**src/sv/snd_pkg.sv**
```systemverilog
// Package for the stepper needle step/direction driver.
// Holds the register map, configuration and state types and fixed widths.
// No dependencies; imported by every module of the block.
package snd_pkg;

	// Fixed register field widths.
	localparam int PW_W   = 16;
	localparam int JIT_W  = 8;
	localparam int IVL_W  = 20;
	localparam int ADDR_W = 4;
	localparam int DATA_W = 32;

	// Distance at which the spacing reaches the fast interval.
	localparam int DIST_FULL = 100;
	localparam int DIST_W    = 7;

	// Width of the spacing comparison: product of distance and span, and 100 times slack.
	localparam int CMP_W = DIST_W + IVL_W + 3;

	// Register indexes, byte address 4*index.
	typedef enum logic [1:0] {
		REG_PULSE_WIDTH = 2'd0,
		REG_JITTER      = 2'd1,
		REG_SLOW_IVL    = 2'd2,
		REG_FAST_IVL    = 2'd3
	} reg_idx_t;

	typedef struct packed {
		logic [PW_W-1:0]  pulse_width_us;
		logic [JIT_W-1:0] jitter_steps;
		logic [IVL_W-1:0] slow_interval_us;
		logic [IVL_W-1:0] fast_interval_us;
	} cfg_t;

	// Control flags of the driver state.
	typedef struct packed {
		logic dir;
		logic pulse;
		logic settle;
	} flags_t;

endpackage

```
**src/sv/snd_cfg.sv**
```systemverilog
// Configuration registers of the stepper needle driver with an APB-style port.
// Depends on snd_pkg for the register map and the cfg_t type.
module snd_cfg (
	input  logic                      clk,
	input  logic                      arst_n,
	input  logic                      psel,
	input  logic                      penable,
	input  logic                      pwrite,
	input  logic [snd_pkg::ADDR_W-1:0] paddr,
	input  logic [snd_pkg::DATA_W-1:0] pwdata,
	output logic [snd_pkg::DATA_W-1:0] prdata,
	output logic                      pready,
	output snd_pkg::cfg_t             cfg
);
	import snd_pkg::*;

	cfg_t     cfg_q;
	reg_idx_t idx;

	assign idx    = reg_idx_t'(paddr[ADDR_W-1:2]);
	assign pready = 1'b1;
	assign cfg    = cfg_q;

	// Register write on the access cycle of a write transfer.
	always_ff @(posedge clk or negedge arst_n) begin
		if (!arst_n) begin
			cfg_q.pulse_width_us   <= PW_W'(20);
			cfg_q.jitter_steps     <= '0;
			cfg_q.slow_interval_us <= IVL_W'(2000);
			cfg_q.fast_interval_us <= IVL_W'(500);
		end else if (psel && penable && pwrite) begin
			unique case (idx)
				REG_PULSE_WIDTH: cfg_q.pulse_width_us   <= pwdata[PW_W-1:0];
				REG_JITTER:      cfg_q.jitter_steps     <= pwdata[JIT_W-1:0];
				REG_SLOW_IVL:    cfg_q.slow_interval_us <= pwdata[IVL_W-1:0];
				REG_FAST_IVL:    cfg_q.fast_interval_us <= pwdata[IVL_W-1:0];
				default: ;
			endcase
		end
	end

	// Read data, zero-extended.
	always_comb begin
		unique case (idx)
			REG_PULSE_WIDTH: prdata = DATA_W'(cfg_q.pulse_width_us);
			REG_JITTER:      prdata = DATA_W'(cfg_q.jitter_steps);
			REG_SLOW_IVL:    prdata = DATA_W'(cfg_q.slow_interval_us);
			REG_FAST_IVL:    prdata = DATA_W'(cfg_q.fast_interval_us);
			default:         prdata = '0;
		endcase
	end

endmodule

```
**src/sv/snd_core.sv**
```systemverilog
// Step rule of the stepper needle driver: next state for one service call.
// Purely combinational; depends on snd_pkg for cfg_t and flags_t.
module snd_core #(
	parameter int POS_BITS  = 16,
	parameter int TIME_BITS = 32
) (
	input  snd_pkg::cfg_t          cfg,
	input  snd_pkg::flags_t        flags,
	input  logic [POS_BITS-1:0]    pos,
	input  logic [TIME_BITS-1:0]   last_time,
	input  logic [POS_BITS-1:0]    target,
	input  logic [TIME_BITS-1:0]   now,
	output snd_pkg::flags_t        flags_nxt,
	output logic [POS_BITS-1:0]    pos_nxt,
	output logic [TIME_BITS-1:0]   last_time_nxt,
	output logic                   started
);
	import snd_pkg::*;

	logic signed [POS_BITS:0]      delta;
	logic [POS_BITS:0]             abs_dist;
	logic                          want_dir;
	logic [TIME_BITS-1:0]          elapsed;
	logic                          pw_ok;
	logic                          dist_ok;
	logic [DIST_W-1:0]             d_clamp;
	logic [TIME_BITS+IVL_W:0]      e_wide;
	logic [IVL_W:0]                e_sat;
	logic signed [IVL_W+1:0]       slack;
	logic signed [CMP_W-1:0]       slack_ext;
	logic signed [CMP_W-1:0]       slack_x100;
	logic signed [IVL_W:0]         span;
	logic signed [DIST_W+IVL_W+1:0] prod;
	logic signed [CMP_W-1:0]       prod_ext;
	logic                          time_ok;

	// Signed distance to the target and the direction it asks for.
	assign delta    = $signed({target[POS_BITS-1], target}) - $signed({pos[POS_BITS-1], pos});
	assign want_dir = !delta[POS_BITS] && (delta != '0);
	assign abs_dist = delta[POS_BITS] ? (POS_BITS+1)'(-delta) : (POS_BITS+1)'(delta);

	// Deadband, bypassed when the target is zero.
	assign dist_ok = (abs_dist > {{(POS_BITS+1-JIT_W){1'b0}}, cfg.jitter_steps}) ||
		(target == '0);
	assign d_clamp = (abs_dist > (POS_BITS+1)'(DIST_FULL)) ? DIST_W'(DIST_FULL) :
		abs_dist[DIST_W-1:0];

	// Elapsed time, wrapping at the timestamp width.
	assign elapsed = now - last_time;
	assign pw_ok   = elapsed >= TIME_BITS'(cfg.pulse_width_us);

	// The spacing always lies below 2^IVL_W, so saturate elapsed there.
	assign e_wide = {{(IVL_W+1){1'b0}}, elapsed};
	assign e_sat  = (|(e_wide >> IVL_W)) ? {1'b1, {IVL_W{1'b0}}} : {1'b0, e_wide[IVL_W-1:0]};

	// elapsed >= slow + trunc(d*span/100) is checked as slack = elapsed - slow
	// against d*span, scaling slack by 100 with shifts instead of dividing.
	assign slack      = $signed({1'b0, e_sat}) - $signed({2'b00, cfg.slow_interval_us});
	assign slack_ext  = CMP_W'(slack);
	assign slack_x100 = (slack_ext <<< 6) + (slack_ext <<< 5) + (slack_ext <<< 2);
	assign span       = $signed({1'b0, cfg.fast_interval_us}) - $signed({1'b0, cfg.slow_interval_us});
	assign prod       = $signed({1'b0, d_clamp}) * span;
	assign prod_ext   = CMP_W'(prod);

	// Truncation toward zero rounds a negative quotient up and a positive one down.
	always_comb begin
		if (prod_ext[CMP_W-1]) begin
			time_ok = slack_x100 >= prod_ext;
		end else begin
			time_ok = slack_x100 > (prod_ext - CMP_W'(DIST_FULL));
		end
	end

	// Priority of the step rule: direction fix, end of pulse, end of settle, new step.
	always_comb begin
		flags_nxt     = flags;
		pos_nxt       = pos;
		last_time_nxt = last_time;
		started       = 1'b0;
		if (want_dir != flags.dir) begin
			flags_nxt.dir    = want_dir;
			flags_nxt.settle = 1'b1;
			last_time_nxt    = now;
		end else if (flags.pulse && pw_ok) begin
			flags_nxt.pulse = 1'b0;
		end else if (flags.settle && pw_ok) begin
			flags_nxt.settle = 1'b0;
		end else if (!flags.pulse && !flags.settle && (delta != '0) && dist_ok && time_ok) begin
			flags_nxt.pulse = 1'b1;
			last_time_nxt   = now;
			pos_nxt         = delta[POS_BITS] ? pos - 1'b1 : pos + 1'b1;
			started         = 1'b1;
		end
	end

endmodule

```
**src/sv/stepper_needle_step_dir_driver_top.sv**
```systemverilog
// Top level of the stepper needle step/direction driver.
// Depends on snd_pkg, snd_cfg (register port) and snd_core (step rule).
//
// Usage: each transfer on the slave stream is one service call carrying a
// target needle position and a free-running microsecond timestamp. For every
// call the master stream delivers exactly one result: step pulse level,
// direction, position after the call and a flag that marks a new step.
// The call is held in an input register; the step rule runs as one pass of
// combinational logic from that register into the result register, and the
// driver state is updated in the same cycle, so calls may follow each other
// in every cycle while the receiver takes the results.
// A call passes the input register and then the result register before its
// result appears on m_tdata. Throughput: one call per cycle while m_tready
// is high, set by the single state update of the step rule.
// When the receiver holds m_tready low the result stays in its register and
// one more call waits in the input register; s_tready then drops.
// Reset clears both stream stages, sets position to zero, direction to
// clockwise, pulse and settle inactive and the last event time to zero; the
// registers take their default values. The user must write registers over
// the APB port only while no call is in flight; the block does not enforce it.
module stepper_needle_step_dir_driver_top #(
	parameter int POS_BITS  = 16,
	parameter int TIME_BITS = 32
) (
	input  logic                        clk,
	input  logic                        arst_n,
	// Configuration port.
	input  logic                        psel,
	input  logic                        penable,
	input  logic                        pwrite,
	input  logic [snd_pkg::ADDR_W-1:0]  paddr,
	input  logic [snd_pkg::DATA_W-1:0]  pwdata,
	output logic [snd_pkg::DATA_W-1:0]  prdata,
	output logic                        pready,
	// Service call stream.
	input  logic                        s_tvalid,
	output logic                        s_tready,
	// From bit 0: target_pos (POS_BITS, signed), now_us (TIME_BITS), zero fill.
	input  logic [((POS_BITS+TIME_BITS+7)/8)*8-1:0] s_tdata,
	// Result stream.
	output logic                        m_tvalid,
	input  logic                        m_tready,
	// From bit 0: step_pulse, direction, position (POS_BITS, signed), step_started, zero fill.
	output logic [((POS_BITS+3+7)/8)*8-1:0] m_tdata
);
	import snd_pkg::*;

	localparam int OUT_W = ((POS_BITS + 3 + 7) / 8) * 8;

	cfg_t                 cfg;
	flags_t               flags_q;
	flags_t               flags_nxt;
	logic [POS_BITS-1:0]  pos_q;
	logic [POS_BITS-1:0]  pos_nxt;
	logic [TIME_BITS-1:0] last_time_q;
	logic [TIME_BITS-1:0] last_time_nxt;
	logic                 started;

	logic                 valid_s1;
	logic [POS_BITS-1:0]  target_s1;
	logic [TIME_BITS-1:0] now_s1;
	logic                 advance;

	logic                 out_valid_q;
	logic                 out_pulse_q;
	logic                 out_dir_q;
	logic [POS_BITS-1:0]  out_pos_q;
	logic                 out_started_q;

	snd_cfg u_cfg (
		.clk     (clk),
		.arst_n  (arst_n),
		.psel    (psel),
		.penable (penable),
		.pwrite  (pwrite),
		.paddr   (paddr),
		.pwdata  (pwdata),
		.prdata  (prdata),
		.pready  (pready),
		.cfg     (cfg)
	);

	snd_core #(
		.POS_BITS  (POS_BITS),
		.TIME_BITS (TIME_BITS)
	) u_core (
		.cfg           (cfg),
		.flags         (flags_q),
		.pos           (pos_q),
		.last_time     (last_time_q),
		.target        (target_s1),
		.now           (now_s1),
		.flags_nxt     (flags_nxt),
		.pos_nxt       (pos_nxt),
		.last_time_nxt (last_time_nxt),
		.started       (started)
	);

	// The call in the input register moves on when the result register is free.
	assign advance  = valid_s1 && (!out_valid_q || m_tready);
	assign s_tready = !valid_s1 || advance;

	// Input register.
	always_ff @(posedge clk or negedge arst_n) begin
		if (!arst_n) begin
			valid_s1 <= 1'b0;
		end else if (s_tready) begin
			valid_s1 <= s_tvalid;
		end
	end

	always_ff @(posedge clk) begin
		if (s_tready && s_tvalid) begin
			target_s1 <= s_tdata[POS_BITS-1:0];
			now_s1    <= s_tdata[POS_BITS+TIME_BITS-1:POS_BITS];
		end
	end

	// Driver state, updated once per call.
	always_ff @(posedge clk or negedge arst_n) begin
		if (!arst_n) begin
			flags_q     <= '{dir: 1'b1, pulse: 1'b0, settle: 1'b0};
			pos_q       <= '0;
			last_time_q <= '0;
		end else if (advance) begin
			flags_q     <= flags_nxt;
			pos_q       <= pos_nxt;
			last_time_q <= last_time_nxt;
		end
	end

	// Result register.
	always_ff @(posedge clk or negedge arst_n) begin
		if (!arst_n) begin
			out_valid_q <= 1'b0;
		end else if (advance) begin
			out_valid_q <= 1'b1;
		end else if (m_tready) begin
			out_valid_q <= 1'b0;
		end
	end

	always_ff @(posedge clk) begin
		if (advance) begin
			out_pulse_q   <= flags_nxt.pulse;
			out_dir_q     <= flags_nxt.dir;
			out_pos_q     <= pos_nxt;
			out_started_q <= started;
		end
	end

	assign m_tvalid = out_valid_q;
	assign m_tdata  = OUT_W'({out_started_q, out_pos_q, out_dir_q, out_pulse_q});

	// A result that reports a new step also shows the pulse high.
	assert property (@(posedge clk) disable iff (!arst_n)
		out_valid_q && out_started_q |-> out_pulse_q)
		else $error("new step reported without active pulse");

	// Position moves only when a call starts a step.
	assert property (@(posedge clk) disable iff (!arst_n)
		!(advance && started) |=> $stable(pos_q))
		else $error("position changed without a step");

	// A waiting call is never lost or overwritten.
	assert property (@(posedge clk) disable iff (!arst_n)
		valid_s1 && !advance |=> valid_s1 && $stable(now_s1) && $stable(target_s1))
		else $error("held call lost in input register");

	// Pulse and settle can only start together with a state update.
	assert property (@(posedge clk) disable iff (!arst_n)
		!advance |=> $stable(flags_q) && $stable(last_time_q))
		else $error("driver state changed without a call");

endmodule
```
**config.mk**
```make
export PLATFORM = sky130hd
export DESIGN_NAME = stepper_needle_step_dir_driver_top
export DESIGN_NICKNAME = d
export VERILOG_FILES = /design/src/sv/snd_pkg.sv /design/src/sv/snd_cfg.sv /design/src/sv/snd_core.sv /design/src/sv/stepper_needle_step_dir_driver_top.sv
export SDC_FILE = /design/constraint.sdc
export NUM_CORES = 1
export LEC_CHECK = 0
export BUFFER_PORTS_ARGS = -buffer_cell sky130_fd_sc_hd__buf_4
export CAP_MARGIN = 20
export CORE_MARGIN = 5
export CORE_UTILIZATION = 47
export DETAILED_ROUTE_END_ITERATION = 8
export PLACE_DENSITY_LB_ADDON = 0.12
export SLEW_MARGIN = 20
export SYNTH_ARGS = -nofsm -noshare
export SYNTH_HDL_FRONTEND = slang
export SYNTH_HIERARCHICAL = 1
export SYNTH_SLANG_ARGS = --single-unit
```
**constraint.sdc**
```tcl
create_clock -name clk -period 13.3 [get_ports clk]
set_input_delay 0 -clock clk [delete_from_list [all_inputs] [get_ports clk]]
set_output_delay 0 -clock clk [all_outputs]
set_load 0.05 [all_outputs]
```
==> run summary <==
status: completed
Highest Signal Layer: met5
Worst-Margin Slew: 1010 ps
# DRC: 0
Post-synth EDFFs: 67
Via-to-Cell Ratio: 5.42
IO Pins: 150
clk sinks: 184
Layout Nets: 3204
top cell type's share of synthesized area: 13.5%
vias in the first global route: 18.9k
Final Setup Violations: 0
YS warnings: 6
CP arrival: 13160 ps
initial DRC count: 885
number of filler cells placed in the layout: 4563
largest net degree at the start of global routing: 78
critical-path maximum fanout: 19
Root Driver: clkbuf_16
H-tree depth: 4
CTS Buf Count: 17
sequential area share after synthesis: 21.3%
CP Launch Type: flip-flop
Routability Congestion: 0.884
number of unique standard cell types used by synthesis: 96
vias post-DR: 18.4k
Crit. End Element: flip-flop
crit path kind: reg -> reg
Worst Path Required: 13620 ps
First-pass DRT Iterations: 5
Top FF cell, synth: dfrtp_1
final WL: 59100 µm
GR Overflow Total: 0
RR Endpoint: last_time_q[29]
clk_skew: 22.3 ps
Starting Density: 47.6%
Critical-path top delay cell: or4_4
count of pins over their slew limit: 0
top cells by count, synth: inv_1 (348), ha_1 (252), nor2_1 (226)
Core Region: 49000 µm²
Achievable Freq: 77.9 MHz
ANT nets after route: 0
dpl cells: 3290
non-filler instance count after layout: 3404
worst hold path class: in -> async
Reg2Reg Launch Point: pos_q[0]
area leader, netlist: ha_1
Synth async-reset ratio: 63.6%
Post-DP HPWL: 47400 µm
reg-to-reg slack, setup: 470 ps
met3 WL post-DR: 1770 µm
max-capacitance violation count: 0
max_slew headroom: 32.0%
final hold viol count: 0
clk_lat worst skew: 460 ps
routed length per placed instance: 17.4 µm
initial antenna violation count: 4
Die H: 233 µm
WL met2: 28800 µm
clk buf depth: 2
Worst R2R Path Depth: 49
fin crit share: 96.5%
crit-path max cell delay: 570 ps
GR Util All Layers: 21.6%
clock-pin slew on the worst setup and hold paths: 70 ps
CP most frequent cell: fa_1
first-pass GRT wire length: 96000 µm
Syn Area/Cell: 9.28 µm²
minimum clock period: 12830 ps
most frequent cell after synthesis: inv_1
TritonCTS clock tree: yes
Seq cells post-synth: 184
Post-Syn Area: 23300 µm²
num rows: 81
die width: 233 µm
die area: 54100 µm²
cells after synthesis: 2508
met1 wire length: 27600 µm
Layout area overhead: 14.4%
largest cells by area after synthesis: ha_1 (14%), fa_1 (12%), dfrtp_1 (11%)
layout cells sized above 1: 17.1%
port buffer count: 117
-- final cells by class --
cell class	instances	area, µm²	area share, %
Clock buffer	21	472	1.77
Antenna cell	3	7.51	0.0282
Sequential cell	184	4960	18.6
Timing Repair Buffer	258	2200	8.25
Clock inverter	11	136	0.512
Multi-Input combinational cell	1913	16700	62.8
Inverter	350	1310	4.93
Tap cell	664	831	3.12
-- per-stage QoR --
| step | worst slack [ps] | util (%) | TNS [ps] | cell area [µm²] | hold WS (ps) |
|---|---|---|---|---|---|
| floorplan | 787 | - | 0 | 23300 | -296 |
| global placement | 382 | 51.2 | 0 | 25100 | 178 |
| detailed placement | 225 | 51.2 | 0 | 25100 | 179 |
| CTS | 132 | 53.9 | 0 | 26400 | 181 |
| global route | -21.8 | 54.4 | -181 | 26600 | 227 |
| finish | 465 | 54.4 | 0 | 26600 | 140 |
-- cells in the final DEF (no fill, tap or decap), drive strengths merged, types with 16 or more instances in the layout --
master,instances
a31oi,16
ha,252
clkbuf,23
mux2,162
buf,184
and3,16
o21ai,100
nor2b,37
dlygate4sd3,72
inv,353
a211oi,20
nand4,31
mux2i,19
a21o,53
fa,137
a21oi,124
nor3,51
xnor2,103
nand2,103
nand2b,38
edfxtp,67
o21bai,19
nand3,42
and2,22
conb,18
o21a,32
nor2,226
dfrtp,102
xor2,52
or2,32
-- cells by family after synthesis --
logic type | synth area share, %
and+or+nand+nor | 14.5
AOI/OAI and AO/OA | 14.3
buffers and inverters | 7.66
adders and majority gates | 25.5
muxes | 10.8
DFF | 21.3
xor gates and xnor gates | 5.93
other | 0.0484
-- registers in the layout (all words and copies together), names as in the netlist, 3 cells and up --
name         flops
last_time_q     32
now_s1          32
out_pos_q       16
target_s1       16
flags_q          3
pos_q           16
u_cfg/cfg       64
-- worst max-delay path: cells and delay by family (launching register included) --
kind                       cells  cell delay (ps)
buffers and inverters          8             1130
muxes                          2              560
AOI/OAI and AO/OA             11             2560
DFF                            1              380
xor gates and xnor gates       2              280
and+or+nand+nor               18             4410
adders and majority gates      8             3380
-- worst max-delay path by stage --
stage                     slack (ps)  startpoint         endpoint  cells past startpoint
final                            470    pos_q[0]  last_time_q[29]                     49
after global routing             -20    pos_q[0]  last_time_q[29]                     50
after CTS                        130    pos_q[0]   last_time_q[0]                     48
after detailed placement         230    pos_q[0]   last_time_q[0]                     48
after global placement           380    pos_q[0]   last_time_q[0]                     48
after floorplan                  790    pos_q[0]  last_time_q[10]                     47
-- metal layers --
layer / up-vias / global-route usage (%)
met5: - / 0
met4: 2 / 4.58
met3: 41 / 2.54
met2: 305 / 38.0
met1: 8952 / 28.9
li1: 9133 / -
-- what timing repair did --
item,CTS,global route
setup endpoints to repair,0,67
hold buffers,72,0
resized for setup,0,34
buffers inserted,0,3
hold endpoints to repair,177,0
Power is left out: the tool's default activity adds up to more than one toggle a clock period on the data nets, which glitch-free logic cannot reach.
